$ cat src/hw/rtl/annexb_nal_unit_classifier_macros.svh
// Assertion macros for the Annex B NAL unit classifier.
// Used by the top level; no other dependencies.
`ifndef ANNEXB_NAL_UNIT_CLASSIFIER_MACROS_SVH
`define ANNEXB_NAL_UNIT_CLASSIFIER_MACROS_SVH
`ifndef SYNTH
`define NALC_ASSERT_IMP(lbl, clk, rstn, ante, cons) \
	lbl: assert property (@(posedge clk) disable iff (!rstn) (ante) |-> (cons)) \
		else $error("nalc assertion failed");
`define NALC_ASSERT_NXT(lbl, clk, rstn, ante, cons) \
	lbl: assert property (@(posedge clk) disable iff (!rstn) (ante) |=> (cons)) \
		else $error("nalc assertion failed");
`else
`define NALC_ASSERT_IMP(lbl, clk, rstn, ante, cons)
`define NALC_ASSERT_NXT(lbl, clk, rstn, ante, cons)
`endif
`endif

$ cat src/hw/rtl/nalc_pkg.sv
// Shared types, codes and start-code helpers for the NAL unit classifier.
// No dependencies.
`default_nettype none
package nalc_pkg;

	localparam int VIEW_LEN = 5;

	typedef logic [VIEW_LEN-1:0][7:0] nalc_view_t;

	localparam logic [2:0] CL_NONE  = 3'd0;
	localparam logic [2:0] CL_THREE = 3'd3;
	localparam logic [2:0] CL_FOUR  = 3'd4;

	localparam logic [2:0] KIND_OUTSIDE = 3'd0;
	localparam logic [2:0] KIND_OTHER   = 3'd1;
	localparam logic [2:0] KIND_VPS     = 3'd2;
	localparam logic [2:0] KIND_SPS     = 3'd3;
	localparam logic [2:0] KIND_PPS     = 3'd4;
	localparam logic [2:0] KIND_KEY     = 3'd5;

	localparam logic CODEC_H264 = 1'b0;
	localparam logic CODEC_H265 = 1'b1;

	localparam logic [4:0] H264_IDR = 5'd5;
	localparam logic [4:0] H264_SPS = 5'd7;
	localparam logic [4:0] H264_PPS = 5'd8;

	localparam logic [5:0] H265_VPS      = 6'd32;
	localparam logic [5:0] H265_PPS      = 6'd34;
	localparam logic [5:0] H265_KEY_LO   = 6'd19;
	localparam logic [5:0] H265_KEY_HI   = 6'd21;
	localparam logic [5:0] H265_SET_BASE = 6'd30;

	typedef struct packed {
		logic [7:0] data;
		logic [2:0] cl;
		logic       longer;
		logic       last;
	} nalc_entry_t;

	function automatic logic [7:0] nalc_view_at(input nalc_view_t v, input int k);
		logic [7:0] b;
		b = 8'h00;
		if (k >= 0 && k < VIEW_LEN) begin
			b = v[3'(k)];
		end
		return b;
	endfunction

	function automatic logic [2:0] nalc_code_len(input nalc_view_t v, input logic [2:0] n,
		input int i, input logic more);
		int nn;
		logic [2:0] r;
		nn = int'(n);
		r = CL_NONE;
		if ((i + 2 < nn) && nalc_view_at(v, i) == 8'h00 && nalc_view_at(v, i + 1) == 8'h00 &&
			nalc_view_at(v, i + 2) == 8'h01 && ((i + 3 < nn) || more)) begin
			r = CL_THREE;
		end else if ((i + 3 < nn) && nalc_view_at(v, i) == 8'h00 &&
			nalc_view_at(v, i + 1) == 8'h00 && nalc_view_at(v, i + 2) == 8'h00 &&
			nalc_view_at(v, i + 3) == 8'h01 && ((i + 4 < nn) || more)) begin
			r = CL_FOUR;
		end
		return r;
	endfunction

endpackage
`default_nettype wire

$ cat src/hw/rtl/nalc_front.sv
// Front end: four-byte lookahead window, start-code detection and final flush.
// Depends on nalc_pkg; feeds nalc_queue.
`default_nettype none
module nalc_front (
	input  wire logic                 clk,
	input  wire logic                 arst_n,
	input  wire logic                 in_valid,
	output logic                      in_stall,
	input  wire logic [7:0]           data_byte,
	input  wire logic                 last_byte,
	input  wire logic                 q_full,
	output logic                      push,
	output nalc_pkg::nalc_entry_t     push_entry
);
	import nalc_pkg::*;

	logic [3:0][7:0] win_q;
	logic [2:0]      cnt_q;
	logic            fl_busy_q;
	nalc_view_t      fl_v_q;
	logic [4:0][2:0] fl_cl_q;
	logic [4:0]      fl_lg_q;
	logic [2:0]      fl_n_q;
	logic [2:0]      fl_i_q;

	nalc_view_t      view;
	logic [2:0]      n;
	logic            accept;
	logic            fl_last;
	logic [4:0][2:0] cl_fl;
	logic [4:0]      lg_fl;

	assign in_stall = fl_busy_q || q_full;
	assign accept   = in_valid && !in_stall;
	assign n        = cnt_q + 3'd1;
	assign fl_last  = (fl_i_q == fl_n_q - 3'd1);

	always_comb begin
		view = '0;
		for (int k = 0; k < 4; k++) begin
			if (3'(k) < cnt_q) begin
				view[k] = win_q[k];
			end
		end
		view[cnt_q] = data_byte;
	end

	always_comb begin
		for (int k = 0; k < VIEW_LEN; k++) begin
			cl_fl[k] = nalc_code_len(view, n, k, 1'b0);
			lg_fl[k] = (k + 1 < int'(n)) &&
				(nalc_code_len(view, n, k + 1, 1'b0) == CL_NONE);
		end
	end

	always_comb begin
		push       = 1'b0;
		push_entry = '0;
		if (fl_busy_q) begin
			push              = !q_full;
			push_entry.data   = fl_v_q[fl_i_q];
			push_entry.cl     = fl_cl_q[fl_i_q];
			push_entry.longer = fl_lg_q[fl_i_q];
			push_entry.last   = fl_last;
		end else if (accept && !last_byte && cnt_q == 3'd4) begin
			push              = 1'b1;
			push_entry.data   = view[0];
			push_entry.cl     = nalc_code_len(view, 3'd5, 0, 1'b1);
			push_entry.longer = (nalc_code_len(view, 3'd5, 1, 1'b1) == CL_NONE);
			push_entry.last   = 1'b0;
		end
	end

	always_ff @(posedge clk or negedge arst_n) begin
		if (!arst_n) begin
			win_q     <= '0;
			cnt_q     <= '0;
			fl_busy_q <= 1'b0;
			fl_v_q    <= '0;
			fl_cl_q   <= '0;
			fl_lg_q   <= '0;
			fl_n_q    <= '0;
			fl_i_q    <= '0;
		end else begin
			if (accept) begin
				if (last_byte) begin
					fl_v_q    <= view;
					fl_cl_q   <= cl_fl;
					fl_lg_q   <= lg_fl;
					fl_n_q    <= n;
					fl_i_q    <= '0;
					fl_busy_q <= 1'b1;
					cnt_q     <= '0;
				end else if (cnt_q == 3'd4) begin
					win_q <= view[4:1];
				end else begin
					win_q[cnt_q[1:0]] <= data_byte;
					cnt_q             <= n;
				end
			end
			if (fl_busy_q && !q_full) begin
				fl_i_q <= fl_i_q + 3'd1;
				if (fl_last) begin
					fl_busy_q <= 1'b0;
				end
			end
		end
	end

endmodule
`default_nettype wire

$ cat src/hw/rtl/nalc_queue.sv
// Short register queue between the front end and the back end.
// Depends on nalc_pkg for the entry type.
`default_nettype none
module nalc_queue #(
	parameter int DEPTH = 4
) (
	input  wire logic                  clk,
	input  wire logic                  arst_n,
	input  wire logic                  push,
	input  wire nalc_pkg::nalc_entry_t push_entry,
	output logic                       full,
	input  wire logic                  pop,
	output logic                       head_valid,
	output nalc_pkg::nalc_entry_t      head
);
	import nalc_pkg::*;

	localparam int PW = (DEPTH > 1) ? $clog2(DEPTH) : 1;
	localparam int CW = $clog2(DEPTH + 1);

	nalc_entry_t   mem_q [DEPTH];
	logic [PW-1:0] wr_q;
	logic [PW-1:0] rd_q;
	logic [CW-1:0] count_q;
	logic          do_push;
	logic          do_pop;

	assign full       = (count_q == CW'(DEPTH));
	assign head_valid = (count_q != '0);
	assign head       = mem_q[rd_q];
	assign do_push    = push && !full;
	assign do_pop     = pop && head_valid;

	always_ff @(posedge clk) begin
		if (do_push) begin
			mem_q[wr_q] <= push_entry;
		end
	end

	always_ff @(posedge clk or negedge arst_n) begin
		if (!arst_n) begin
			wr_q    <= '0;
			rd_q    <= '0;
			count_q <= '0;
		end else begin
			if (do_push) begin
				wr_q <= (wr_q == PW'(DEPTH - 1)) ? '0 : wr_q + PW'(1);
			end
			if (do_pop) begin
				rd_q <= (rd_q == PW'(DEPTH - 1)) ? '0 : rd_q + PW'(1);
			end
			if (do_push && !do_pop) begin
				count_q <= count_q + CW'(1);
			end else if (do_pop && !do_push) begin
				count_q <= count_q - CW'(1);
			end
		end
	end

endmodule
`default_nettype wire

$ cat src/hw/rtl/nalc_back.sv
// Back end: NAL header decode, unit tagging, summary flags and output register.
// Depends on nalc_pkg; reads entries from nalc_queue.
`default_nettype none
module nalc_back (
	input  wire logic                  clk,
	input  wire logic                  arst_n,
	input  wire logic                  codec_mode,
	input  wire logic                  head_valid,
	input  wire nalc_pkg::nalc_entry_t head,
	output logic                       pop,
	output logic                       out_valid,
	input  wire logic                  out_stall,
	output logic [7:0]                 out_byte,
	output logic [2:0]                 payload_kind,
	output logic                       nal_first,
	output logic [5:0]                 nal_type,
	output logic                       sets_complete,
	output logic                       key_found,
	output logic                       last_result
);
	import nalc_pkg::*;

	logic [2:0] skip_q;
	logic       pend_q;
	logic [2:0] kind_q;
	logic [5:0] type_q;
	logic [3:0] seen_q;

	logic       out_valid_q;
	logic [7:0] byte_q;
	logic [2:0] okind_q;
	logic       first_q;
	logic [5:0] otype_q;
	logic       sets_q;
	logic       key_q;
	logic       olast_q;

	logic [2:0] skip_d;
	logic       pend_d;
	logic [2:0] kind_d;
	logic [5:0] type_d;
	logic [3:0] seen_d;
	logic [2:0] o_kind;
	logic [5:0] o_type;
	logic       o_first;
	logic [2:0] dec_kind;
	logic [5:0] dec_type;
	logic       sets;
	logic       key;

	assign pop           = head_valid && (!out_valid_q || !out_stall);
	assign out_valid     = out_valid_q;
	assign out_byte      = byte_q;
	assign payload_kind  = okind_q;
	assign nal_first     = first_q;
	assign nal_type      = otype_q;
	assign sets_complete = sets_q;
	assign key_found     = key_q;
	assign last_result   = olast_q;

	always_comb begin
		skip_d   = skip_q;
		pend_d   = pend_q;
		kind_d   = kind_q;
		type_d   = type_q;
		seen_d   = seen_q;
		o_kind   = KIND_OUTSIDE;
		o_type   = '0;
		o_first  = 1'b0;
		dec_kind = KIND_OTHER;
		dec_type = '0;
		if (skip_q != 3'd0) begin
			skip_d = skip_q - 3'd1;
		end else if (head.cl != CL_NONE) begin
			skip_d = head.cl - 3'd1;
			kind_d = KIND_OUTSIDE;
			type_d = '0;
			pend_d = 1'b1;
		end else if (pend_q) begin
			pend_d  = 1'b0;
			o_first = 1'b1;
			if (codec_mode == CODEC_H264) begin
				dec_type = {1'b0, head.data[4:0]};
				case (head.data[4:0])
					H264_SPS: dec_kind = KIND_SPS;
					H264_PPS: dec_kind = KIND_PPS;
					H264_IDR: dec_kind = KIND_KEY;
					default:  dec_kind = KIND_OTHER;
				endcase
			end else begin
				dec_type = head.data[6:1];
				if (dec_type >= H265_VPS && dec_type <= H265_PPS) begin
					dec_kind = head.longer ? 3'(dec_type - H265_SET_BASE) : KIND_OTHER;
				end else if (dec_type >= H265_KEY_LO && dec_type <= H265_KEY_HI) begin
					dec_kind = KIND_KEY;
				end
			end
			o_kind = dec_kind;
			o_type = dec_type;
			kind_d = dec_kind;
			type_d = dec_type;
			if (dec_kind >= KIND_VPS) begin
				seen_d = seen_q | (4'b0001 << (dec_kind - KIND_VPS));
			end
		end else begin
			o_kind = kind_q;
			o_type = type_q;
		end
		sets = seen_d[1] && seen_d[2] && (codec_mode == CODEC_H264 || seen_d[0]);
		key  = seen_d[3];
	end

	always_ff @(posedge clk or negedge arst_n) begin
		if (!arst_n) begin
			skip_q      <= '0;
			pend_q      <= 1'b0;
			kind_q      <= KIND_OUTSIDE;
			type_q      <= '0;
			seen_q      <= '0;
			out_valid_q <= 1'b0;
			byte_q      <= '0;
			okind_q     <= KIND_OUTSIDE;
			first_q     <= 1'b0;
			otype_q     <= '0;
			sets_q      <= 1'b0;
			key_q       <= 1'b0;
			olast_q     <= 1'b0;
		end else begin
			if (!out_valid_q || !out_stall) begin
				out_valid_q <= head_valid;
			end
			if (pop) begin
				byte_q  <= head.data;
				okind_q <= o_kind;
				first_q <= o_first;
				otype_q <= o_type;
				sets_q  <= head.last && sets;
				key_q   <= head.last && key;
				olast_q <= head.last;
				if (head.last) begin
					skip_q <= '0;
					pend_q <= 1'b0;
					kind_q <= KIND_OUTSIDE;
					type_q <= '0;
					seen_q <= '0;
				end else begin
					skip_q <= skip_d;
					pend_q <= pend_d;
					kind_q <= kind_d;
					type_q <= type_d;
					seen_q <= seen_d;
				end
			end
		end
	end

endmodule
`default_nettype wire

$ cat src/hw/rtl/annexb_nal_unit_classifier.sv
// Top level of the Annex B NAL unit classifier: config register and wiring.
// Depends on nalc_pkg, nalc_front, nalc_queue, nalc_back and the macros header.
`default_nettype none
`include "annexb_nal_unit_classifier_macros.svh"
// Takes one stream byte per cycle while not stalled and returns every byte in order,
// tagged with the kind and type of its NAL unit, four bytes behind the input while the
// lookahead window fills. Bytes stream back to back at one per cycle unless stalled. A
// beat marked last_byte flushes the window: the input stalls while the flush pushes the
// held bytes and the last byte (up to five) into the queue one per cycle, pausing on a
// full queue. A queue of QUEUE_DEPTH entries decouples start-code detection from header
// decoding and the output register, so an output stall reaches the input only once the
// queue fills. The final result carries sets_complete and key_found. The user must
// write codec_mode via the cfg channel between buffers; the block does not enforce it.
module annexb_nal_unit_classifier #(
	parameter int QUEUE_DEPTH = 4
) (
	input  wire logic       clk,
	input  wire logic       arst_n,
	input  wire logic       cfg_valid,
	output logic            cfg_ready,
	input  wire logic       codec_mode,
	input  wire logic       in_valid,
	output logic            in_stall,
	input  wire logic [7:0] data_byte,
	input  wire logic       last_byte,
	output logic            out_valid,
	input  wire logic       out_stall,
	output logic [7:0]      out_byte,
	output logic [2:0]      payload_kind,
	output logic            nal_first,
	output logic [5:0]      nal_type,
	output logic            sets_complete,
	output logic            key_found,
	output logic            last_result
);
	import nalc_pkg::*;

	logic        codec_mode_q;
	logic        q_full;
	logic        push;
	nalc_entry_t push_entry;
	logic        pop;
	logic        head_valid;
	nalc_entry_t head;

	assign cfg_ready = 1'b1;

	always_ff @(posedge clk or negedge arst_n) begin
		if (!arst_n) begin
			codec_mode_q <= CODEC_H264;
		end else if (cfg_valid && cfg_ready) begin
			codec_mode_q <= codec_mode;
		end
	end

	nalc_front u_front (
		.clk        (clk),
		.arst_n     (arst_n),
		.in_valid   (in_valid),
		.in_stall   (in_stall),
		.data_byte  (data_byte),
		.last_byte  (last_byte),
		.q_full     (q_full),
		.push       (push),
		.push_entry (push_entry)
	);

	nalc_queue #(
		.DEPTH (QUEUE_DEPTH)
	) u_queue (
		.clk        (clk),
		.arst_n     (arst_n),
		.push       (push),
		.push_entry (push_entry),
		.full       (q_full),
		.pop        (pop),
		.head_valid (head_valid),
		.head       (head)
	);

	nalc_back u_back (
		.clk           (clk),
		.arst_n        (arst_n),
		.codec_mode    (codec_mode_q),
		.head_valid    (head_valid),
		.head          (head),
		.pop           (pop),
		.out_valid     (out_valid),
		.out_stall     (out_stall),
		.out_byte      (out_byte),
		.payload_kind  (payload_kind),
		.nal_first     (nal_first),
		.nal_type      (nal_type),
		.sets_complete (sets_complete),
		.key_found     (key_found),
		.last_result   (last_result)
	);

	`NALC_ASSERT_IMP(a_outside_no_type, clk, arst_n, out_valid && payload_kind == KIND_OUTSIDE, nal_type == 6'd0 && !nal_first)
	`NALC_ASSERT_IMP(a_summary_on_last, clk, arst_n, out_valid && !last_result, !sets_complete && !key_found)
	`NALC_ASSERT_IMP(a_kind_range, clk, arst_n, out_valid, payload_kind <= KIND_KEY)
	`NALC_ASSERT_NXT(a_flush_stalls, clk, arst_n, in_valid && !in_stall && last_byte, in_stall)

endmodule
`default_nettype wire
$ cat config.mk
export PLATFORM = sky130hd
export DESIGN_NAME = annexb_nal_unit_classifier
export DESIGN_NICKNAME = d
export VERILOG_FILES = /design/src/hw/rtl/nalc_pkg.sv /design/src/hw/rtl/nalc_front.sv /design/src/hw/rtl/nalc_queue.sv /design/src/hw/rtl/nalc_back.sv /design/src/hw/rtl/annexb_nal_unit_classifier.sv
export VERILOG_INCLUDE_DIRS = /design/src /design/src/hw/rtl
export SDC_FILE = /design/constraint.sdc
export NUM_CORES = 1
export LEC_CHECK = 0
export BUFFER_PORTS_ARGS = -buffer_cell sky130_fd_sc_hd__buf_2
export CAP_MARGIN = 30
export CELL_PAD_IN_SITES_DETAIL_PLACEMENT = 1
export CELL_PAD_IN_SITES_GLOBAL_PLACEMENT = 1
export CORE_MARGIN = 3
export CORE_UTILIZATION = 49
export DETAILED_ROUTE_END_ITERATION = 8
export MAX_ROUTING_LAYER = met4
export PLACE_DENSITY_LB_ADDON = 0.1
export SLEW_MARGIN = 10
export SYNTH_ARGS = -nofsm -noshare
export SYNTH_HDL_FRONTEND = slang
export SYNTH_SLANG_ARGS = --single-unit
$ cat constraint.sdc
create_clock -name clk -period 3.3 [get_ports clk]
set_clock_uncertainty 0.1 [all_clocks]
set_input_delay 0.33 -clock clk [delete_from_list [all_inputs] [get_ports clk]]
set_output_delay 0.33 -clock clk [all_outputs]
set_load 0.01 [all_outputs]
; Word-level counts from Yosys, hierarchy flattened
; Memory sizes are Yosys's and may differ from the RTL's.
; Cells that the tools add are included.
[word_totals]
ff_bits = 140
ram_bits = 52
inputBits = 15
elab_cells = 260
n_memories = 1
[classes]
add_sub_neg = 11
magnitude_cmp = 19
n_eq_ne = 16
shifts = 1
muxes = 101
bitwise = 3
reduce_logical = 75
[mem_list]
columns = memory, words, word_bits, read_ports, rd_ports_with_merged_regs, write_ports, line_no
row1 = u_queue.mem_q, 4, 13, 1, 0, 1, nalc_queue.sv:21  ; nalc_entry_t mem_q [DEPTH];
[ops]
columns = op, n
row1 = 8-bit two-way mux, 31
row2 = 8-bit logical NOT, 12
row3 = 3-bit two-way mux, 29
row4 = "8-bit by 1-bit == test with 1-bit output, second input constant", 6
row5 = 40-bit bitwise mux, 1
row6 = 1-bit logical AND, 38
row7 = 6-bit two-way mux, 6
row8 = 32-bit bitwise mux, 1
row9 = 32-bit two-way mux, 1
row10 = 13-bit two-way mux, 2
row11 = 8-bit binary-select mux with 3-bit select, 1
row12 = 8-bit demux with 3-bit select, 1
row13 = 4-bit two-way mux, 5
row14 = 8-bit demux with 2-bit select, 1
row15 = 1-bit two-way mux, 15
row16 = "2-bit by 3-bit less-than comparator with 1-bit output, first input constant", 4
row17 = 2-bit AND reduction, 6
row18 = 3-bit nonzero test, 4
row19 = "3-bit by 1-bit subtractor with 3-bit output, second input constant", 4
row20 = "5-bit by 3-bit == test with 1-bit output, second input constant", 2
row21 = "3-bit by 1-bit adder with 3-bit output, second input constant", 3
row22 = 3-bit binary-select mux with 3-bit select, 1
row23 = "1-bit by 3-bit less-than comparator with 1-bit output, first input constant", 3
row24 = 3-bit case mux with 3 select lines, 1
row25 = other kinds (28), 48

; Logic depth before layout (Yosys ltp)
; Gate-level depths: netlist (run 1).
[logic_depth]
word_depth = 22
depth_mapped = 14
depth_no_buf = 11

; By module
; Synthesis (run 1) repeated with hierarchy kept, for this count alone.
[unflattened]
cells_unflattened = 862
hier_area_um2 = 9091.2
[modules_own_cells]
columns = module, instances, cells_each, area_per_inst_um2
row1 = nalc_front, 1, 535, 4752.1
row2 = nalc_queue, 1, 105, 2341.0
row3 = nalc_back, 1, 218, 1946.9
row4 = annexb_nal_unit_classifier, 1, 4, 51.3

; Worst setup path after synthesis (run 1)
; No wires, ideal clock.
[synth_path]
path_kind = register to register
from = register u_front.cnt_q[1]
to = register u_queue.count_q[2]
setup_time_ns = 0.079
arrival_time_ns = 2.808
required_ns = 3.121
setup_slack_ns = 0.312
path_stages_with_launch = 15
period_less_slack_ns = 2.988
cell_sequence = dfrtp_1 clkbuf_1 clkinv_1 ha_1 clkbuf_1 and2_1 clkbuf_1 nand2_1 nand2_1 ha_1 inv_1 fa_1 xor2_1 nor2_1 xor2_1
[synth_between]
elab_chain_cells = 8
word_cells_on_any_way = 10
classes_between = 1 x eq/ne / 3 x mux / 6 x reduce/logical
[synth_rtl]
columns = item, line_no
row1 = "start, declared", nalc_front.sv:18  ; logic [2:0] cnt_q;
row2 = "start signal, assigned", nalc_front.sv:98  ; cnt_q <= n;
row3 = 3-bit == test (*), nalc_front.sv:65  ; end else if (accept && !last_byte && cnt_q == 3'd4) begin
row4 = 1-bit logical AND (*), nalc_front.sv:65
row5 = 1-bit two-way mux (*), nalc_front.sv:65
row6 = 1-bit two-way mux (*), nalc_front.sv:59  ; if (fl_busy_q) begin
row7 = 1-bit logical AND (*), nalc_queue.sv:31  ; assign do_push = push && !full;
row8 = named net u_queue.do_push, nalc_queue.sv:25  ; logic do_push;
row9 = 1-bit logical NOT, nalc_queue.sv:54  ; end else if (do_pop && !do_push) begin
row10 = 1-bit logical AND, nalc_queue.sv:54
row11 = 2-bit nonzero test (no source line), --
row12 = "end signal, assigned", nalc_queue.sv:53  ; count_q <= count_q + CW'(1);
row13 = "end signal, assigned", nalc_queue.sv:55  ; count_q <= count_q - CW'(1);
row14 = "end, declared", nalc_queue.sv:24  ; logic [CW-1:0] count_q;
; The timed path passes the listed nets; every way through them passes the cells marked *.
; A chain may end at the register's enable or synchronous reset.

==> results of run 1 <==
[cells in the final DEF, fill, tap and decap left out, types with 17 or more instances in the layout]
cell type | Yosys | layout
nor2_1 | 59 | 59
clkbuf_16 | 0 | 17
dfrtp_1 | 136 | 135
nand2_1 | 156 | 155
nand3_1 | 19 | 19
nor2b_1 | 23 | 22
buf_2 | 5 | 36
buf_4 | 1 | 48
edfxtp_1 | 48 | 48
a21oi_1 | 34 | 34
o21ai_0 | 73 | 73
ha_1 | 17 | 17
[layout make-up]
cell class | count | area (µm²) | share of cell area
inverter | 16 | 60.1 | 0.00583
tap | 229 | 287 | 0.0278
clock inverter | 12 | 126 | 0.0123
clock buffer | 20 | 437 | 0.0424
sequential | 184 | 4850 | 0.471
timing repair buffer | 89 | 607 | 0.0589
multi-input combinational | 614 | 3930 | 0.382
[worst register-to-register path, stage by stage, from the launching register on]
cell and delay, ns:
dfrtp_1 0.66, and2_1 0.46, a22oi_1 0.21, or4_1 0.55, nor4_1 0.28, buf_4 0.20, nand3_1 0.11, o21ai_0 0.26
buf_4 0.18
[Yosys cell counts, types with 4 or more instances]
master,instances,area (µm²)
buf_1,8,30.0
o31ai_1,8,60.1
nor2b_1,23,144
o22ai_1,6,37.5
a311oi_1,5,43.8
dfrtp_1,136,3400
or3_1,4,25.0
o21ai_0,73,365
inv_1,14,52.6
o21ai_1,6,30.0
nand2_1,156,586
mux2i_1,12,120
nor3_1,11,55.1
a21oi_1,34,170
nor2_1,59,221
nor3b_1,4,30.0
a22o_1,12,105
ha_1,17,213
edfxtp_1,48,1440
a21o_1,10,75.1
a31oi_1,14,87.6
and2_1,13,81.3
o21a_1,4,30.0
mux2_2,8,90.1
nor4_1,6,37.5
xnor2_1,4,35.0
xor2_1,6,52.6
nand2b_1,6,37.5
nand3_1,19,95.1
buf_2,5,25.0
mux4_2,15,338
a221oi_1,5,43.8
clkbuf_1,44,165
a32oi_1,15,131
a22oi_1,13,97.6
[timing repair]
| item | in CTS | in global routing |
|---|---|---|
| setup endpoints to repair | 1 | 6 |
| buffers inserted | 0 | 5 |
| cloned | 0 | 0 |
| hold buffers | 1 | 1 |
| gates resized for setup | 1 | 3 |
| endpoints found under the hold margin | 80 | 1 |
[stage by stage]
step	instance area, µm²	cells	utilization	power (µW)
6_report	10300	1164	0.569	10300
5_1_grt	10300	1164	0.569	11000
4_1_cts	10200	1156	0.565	10200
3_5_place_dp	9640	1123	0.533	8170
3_3_place_gp	9640	1123	0.533	7920
2_1_floorplan	9060	873	-	6590
[metal layers]
metal	track usage	wire, µm
met1	0.319	10500
met2	0.480	14100
met3	0.0474	734
met4	0.0995	664
met5	-	0
[cell families after synthesis]
group           synth area share
mux                       0.0692
flops                      0.535
buf+inv                   0.0330
simple gates               0.165
fa+ha+maj                 0.0257
xor+xnor                 0.00967
compound gates             0.162
other cells             0.000414
[flip-flops by register name (all words and copies together) (netlist names), 3 cells and up]
| signal | cells |
|---|---|
| u_back.kind_q | 3 |
| u_back.out_byte | 8 |
| u_front.fl_i_q | 3 |
| u_queue.count_q | 3 |
| u_front.cnt_q | 3 |
| u_front.fl_v_q | 40 |
| u_back.seen_q | 4 |
| u_front.fl_cl_q | 3 |
| u_queue.mem_q | 48 |
| u_front.win_q | 32 |
| u_back.payload_kind | 3 |
| u_front.fl_lg_q | 5 |
| u_back.nal_type | 6 |
| u_back.type_q | 6 |
| u_back.skip_q | 3 |
[where the power goes]
group	switching (µW)	internal, µW
Combinational	2540	1750
Clock	880	1120
Sequential	735	3240
Total	4150	6110
[worst paths after layout]
check | to
max | u_queue.mem_q[0][4]
min | u_back.out_valid
max reg2reg | u_queue.mem_q[0][4]
min reg2reg | u_back.payload_kind[1]
max in group asynchronous | u_front.win_q[3]
min in group asynchronous | u_back.out_byte[7]
==> results_dict.tcl, run 1 <==
set metrics [dict create \
    endpoint_kind "register" \
    synth-seq-area-share 0.535 \
    via_count 7143 \
    path_max_fanout 11 \
    synthesis.area_um2 9060 \
    synth-main-ff-cell "dfrtp_1" \
    crit_top_cell "buf_4" \
    hold_path_depth 3 \
    clk_path_buf_depth 2 \
    grt_pass1_wl_um 42000 \
    critPathLaunch "u_front.cnt_q[0]" \
    cp.required_ns 3.49 \
    period_minus_slack_ns 3.14 \
    syn_nets 906 \
    finalSetupTns_ns 0 \
    viasPerCell 6.14 \
    arrival_ns 3.33 \
    drive_gt1_frac 0.159 \
    rsz0062_at_grt "false" \
    max_cap_viol_count 0 \
    regToRegSetupSlack_ns 0.16 \
    die_w_um 142 \
    cts.sinks 184 \
    fp-row-count 49 \
    path_delay_family "simple AND/OR/NAND/NOR gates" \
    setup_viol 0 \
    grt_overflow 0 \
    worst_pin_slew_ns 0.896 \
    drcViolationCount 0 \
    crit_buf_inv 2 \
    holdCritPathClass "in -> reg" \
    antenna_found_initial 0 \
    post_drt_wl_per_cell_um 22.3 \
    netlist_instances 873 \
    coreArea_um2 18100 \
    ant_nets 0 \
    pin_count 39 \
    pre_cts_slack_ns 0.0615 \
    p_per_area_nw_per_um2 997 \
    synth_cell_types 70 \
    clock_latency_ns 0.42 \
    gr-usage-all-layers 0.274 \
    min_from "out_stall" \
    cpPeakStageDelay_ns 0.66 \
    drtIter0Drc 446 \
    nets 955 \
    ctsHtreeMaxLevel 4 \
    nFillCells 1947 \
    synthArstFlopShare 0.739 \
    die_h_um 142 \
    dieArea_um2 20200 \
    numCtsBuffers 17 \
    tritoncts "built" \
    worst_slack_ns 0.159 \
    grt_pass1_vias 7687 \
    r2r_cells 8 \
    power_leakage_uw 0.00448 \
    ys_ff_latch 184 \
    timing.hold.ws_ns 0.0283 \
    cp.depth 8 \
    syn_avg_cell_area_um2 10.4 \
    globalplace.congestion 0.893 \
    finalWirelength_um 25900 \
    syn2layout_area_growth_pct 13.7 \
    vdd_drop_max_uv 412 \
    slew_violations 0 \
    diodes 0 \
    hold_viol 0 \
    critical_path_class "reg -> reg" \
    path_cells "and2_1 > a22oi_1 > or4_1 > nor4_1 > buf_4 > nand3_1 > o21ai_0 > buf_4" \
    r2r-start "u_front.cnt_q[0]" \
    numPortBuffers 37 \
    root_buffer "clkbuf_16" \
    crit_slowest_cell "dfrtp_1" \
    clk_pin_slew_worst_paths_ns 0.07 \
    dr.pass1.iters 5 \
    finalCritPeriodShare 0.952 \
    max_freq_mhz 318 \
    dp_hpwl_um 18700 \
    synth_edf_count 48 \
    startpoint_type "register" \
    max_slew_margin 0.399 \
    grt_max_degree 84 \
    outcome "finished, final reports clean" \
    synth_warnings 0 \
    start_util 0.501 \
]
No activity file was read; power rests on OpenSTA's default activity.
==> run 2, diff against run 1 <==
--- a/config.mk
+++ b/config.mk
@@ -10,8 +10,9 @@
 export CAP_MARGIN = 30
 export CELL_PAD_IN_SITES_DETAIL_PLACEMENT = 1
 export CELL_PAD_IN_SITES_GLOBAL_PLACEMENT = 1
+export CORE_ASPECT_RATIO = 0.75
 export CORE_MARGIN = 3
-export CORE_UTILIZATION = 49
+export CORE_UTILIZATION = 45
 export DETAILED_ROUTE_END_ITERATION = 8
 export MAX_ROUTING_LAYER = met4
 export PLACE_DENSITY_LB_ADDON = 0.1
==> constraint.sdc (replaced) <==
create_clock -name clk -period 2.76 [get_ports clk]
set_clock_uncertainty 0.1 [all_clocks]
set_input_delay 0.276 -clock clk [delete_from_list [all_inputs] [get_ports clk]]
set_output_delay 0.276 -clock clk [all_outputs]
set_load 0.01 [all_outputs]
==> results_dict.tcl, run 2 (synthesized netlist as in run 1, its figures left out) <==
set metrics [dict create \
    cts.sinks 184 \
    grt_overflow 0 \
    dp_hpwl_um 21000 \
    arrival_ns 3.30 \
    max_slew_margin 0.377 \
    outcome "finished, violations left" \
    clk_pin_slew_worst_paths_ns 0.08 \
    start_util 0.464 \
    slew_violations 0 \
    nets 1005 \
    ant_nets 0 \
    period_minus_slack_ns 3.03 \
    reg2reg_to "u_back.key_found" \
    regMostFlops "u_queue.mem_q" \
    worst_slack_ns -0.270 \
    grt_max_degree 73 \
    grt_pass1_vias 7613 \
    drtIter0Drc 634 \
    setup_viol 6 \
    switchingPower_uw 5640 \
    final_common_cell "nand2_1" \
    power_leakage_uw 0.00478 \
    final_cells 1238 \
    holdCritPathClass "in -> reg" \
    cp.required_ns 3.03 \
    min_from "data_byte[0]" \
    r2r_cells 11 \
    worst_pin_slew_ns 0.928 \
    finalWirelength_um 29400 \
    top_regs "u_queue.mem_q: 48 flops, u_front.fl_v_q: 40 flops, u_front.win_q: 32 flops" \
    critical_path_class "reg -> reg" \
    endpoint_kind "register" \
    die_h_um 129 \
    cpPeakStageDelay_ns 0.59 \
    hold_viol 0 \
    hold_path_depth 3 \
    grt_pass1_wl_um 45200 \
    drcViolationCount 0 \
    coreArea_um2 19500 \
    layout_common_cells "nand2_1, dfrtp_1, buf_4" \
    crit_top_cell "ha_4" \
    gr-usage-all-layers 0.280 \
    diodes 0 \
    largest_register_ffs 48 \
    path_cells "mux4_2 > buf_6 > ha_4 > nor2b_4 > and4b_1 > a21oi_2 > ha_4 > nand2_4 > or3_4 > nor2b_1 > o31a_1" \
    crit_slowest_cell "mux4_2" \
    post_drt_wl_per_cell_um 23.8 \
    power_frac_comb 0.455 \
    finalSetupTns_ns -0.895 \
    ctsHtreeMaxLevel 4 \
    numCtsBuffers 17 \
    viasPerCell 5.99 \
    fp-row-count 44 \
    p_per_area_nw_per_um2 1230 \
    dr.pass1.iters 5 \
    violations "setup timing" \
    drive_gt1_frac 0.234 \
    r2r-start "u_queue.rd_q[0]" \
    hold_end "u_front.win_q[24]" \
    regToRegSetupSlack_ns -0.27 \
    path_max_fanout 7 \
    finalCritPeriodShare 1.10 \
    dp_cells 1191 \
    dieArea_um2 21900 \
    via_count 7421 \
    switching_share 0.419 \
    vdd_drop_max_uv 661 \
    numPortBuffers 37 \
    p_clk_frac 0.190 \
    clock_latency_ns 0.44 \
    max_freq_mhz 330 \
    pin_count 39 \
    path_delay_family "simple AND/OR/NAND/NOR gates" \
    die_w_um 170 \
    root_buffer "clkbuf_16" \
    rsz0062_at_grt "true" \
    startpoint_type "register" \
    max_cap_viol_count 0 \
    antenna_found_initial 0 \
    globalplace.congestion 0.984 \
    seqPwrFrac 0.355 \
    power.internal_uw 7830 \
    clk_path_buf_depth 2 \
    syn2layout_area_growth_pct 20.8 \
    tritoncts "built" \
    crit_buf_inv 1 \
]
[run 2: power groups by stage]
stage,Sequential (µW),Combinational (µW),Clock (µW)
CTS,4740,5920,2580
global route,4880,6670,2710
finish,4790,6130,2560
global placement,4700,5350,0
detailed placement,4760,5630,0
floorplan,4360,3570,0
[run 2: tightest hold or removal path, delay by kind of cell]
family,cells,cell delay (ns)
buffers and inverters,1,0.17
AO/OA/AOI/OAI,1,0.06
AND/OR/NAND/NOR,1,0.07
[run 2: cell type report]
cell class	count	area, µm²
clock buffer	18	450
clock inverter	14	151
fill	2091	8600
inverter	16	63.8
multi-input combinational	614	4100
sequential	184	4850
tap	253	317
timing repair buffer	139	1020
[run 2: how the worst max path moves through the flow]
stage                               start  depth (start not counted)                    to  slack (ns)
after global placement    u_queue.rd_q[0]                         11      u_back.seen_q[0]       -0.20
after floorplan           u_queue.rd_q[0]                         11  u_back.sets_complete       -0.02
final                     u_queue.rd_q[0]                         11      u_back.key_found       -0.27
after CTS                 u_queue.rd_q[0]                         11      u_back.key_found       -0.20
after detailed placement  u_queue.rd_q[0]                         11  u_back.sets_complete       -0.42
after global routing      u_queue.rd_q[0]                         11      u_back.key_found       -0.38
[run 2: per-layer routing]
metal	global-route usage	vias up	part of all wire
li1	-	3365	-
met1	0.412	3815	0.48
met2	0.393	208	0.44
met3	0.0728	33	0.068
met4	0.0538	0	0.010
met5	-	-	0
[run 2: repair_timing]
item / CTS / global route
endpoints found under the setup margin: 15 / 29
resized for setup: 18 / 21
endpoints found under the hold margin: 70 / 0
gates cloned: 0 / 0
pin swaps: 8 / 9
hold buffers: 4 / 0
buffers inserted: 9 / 3
[run 2: metrics by stage]
stage,hold slack [ns],setup WS (ns),total power (µW),utilization,area (µm²)
floorplan,-0.120,-0.0200,7930,-,9100
global route,0.0859,-0.379,14300,0.560,10900
detailed placement,0.240,-0.418,10400,0.515,10100
global placement,0.232,-0.200,10100,0.515,10100
CTS,0.0679,-0.201,13200,0.554,10800
finish,0.0860,-0.270,13500,0.560,10900
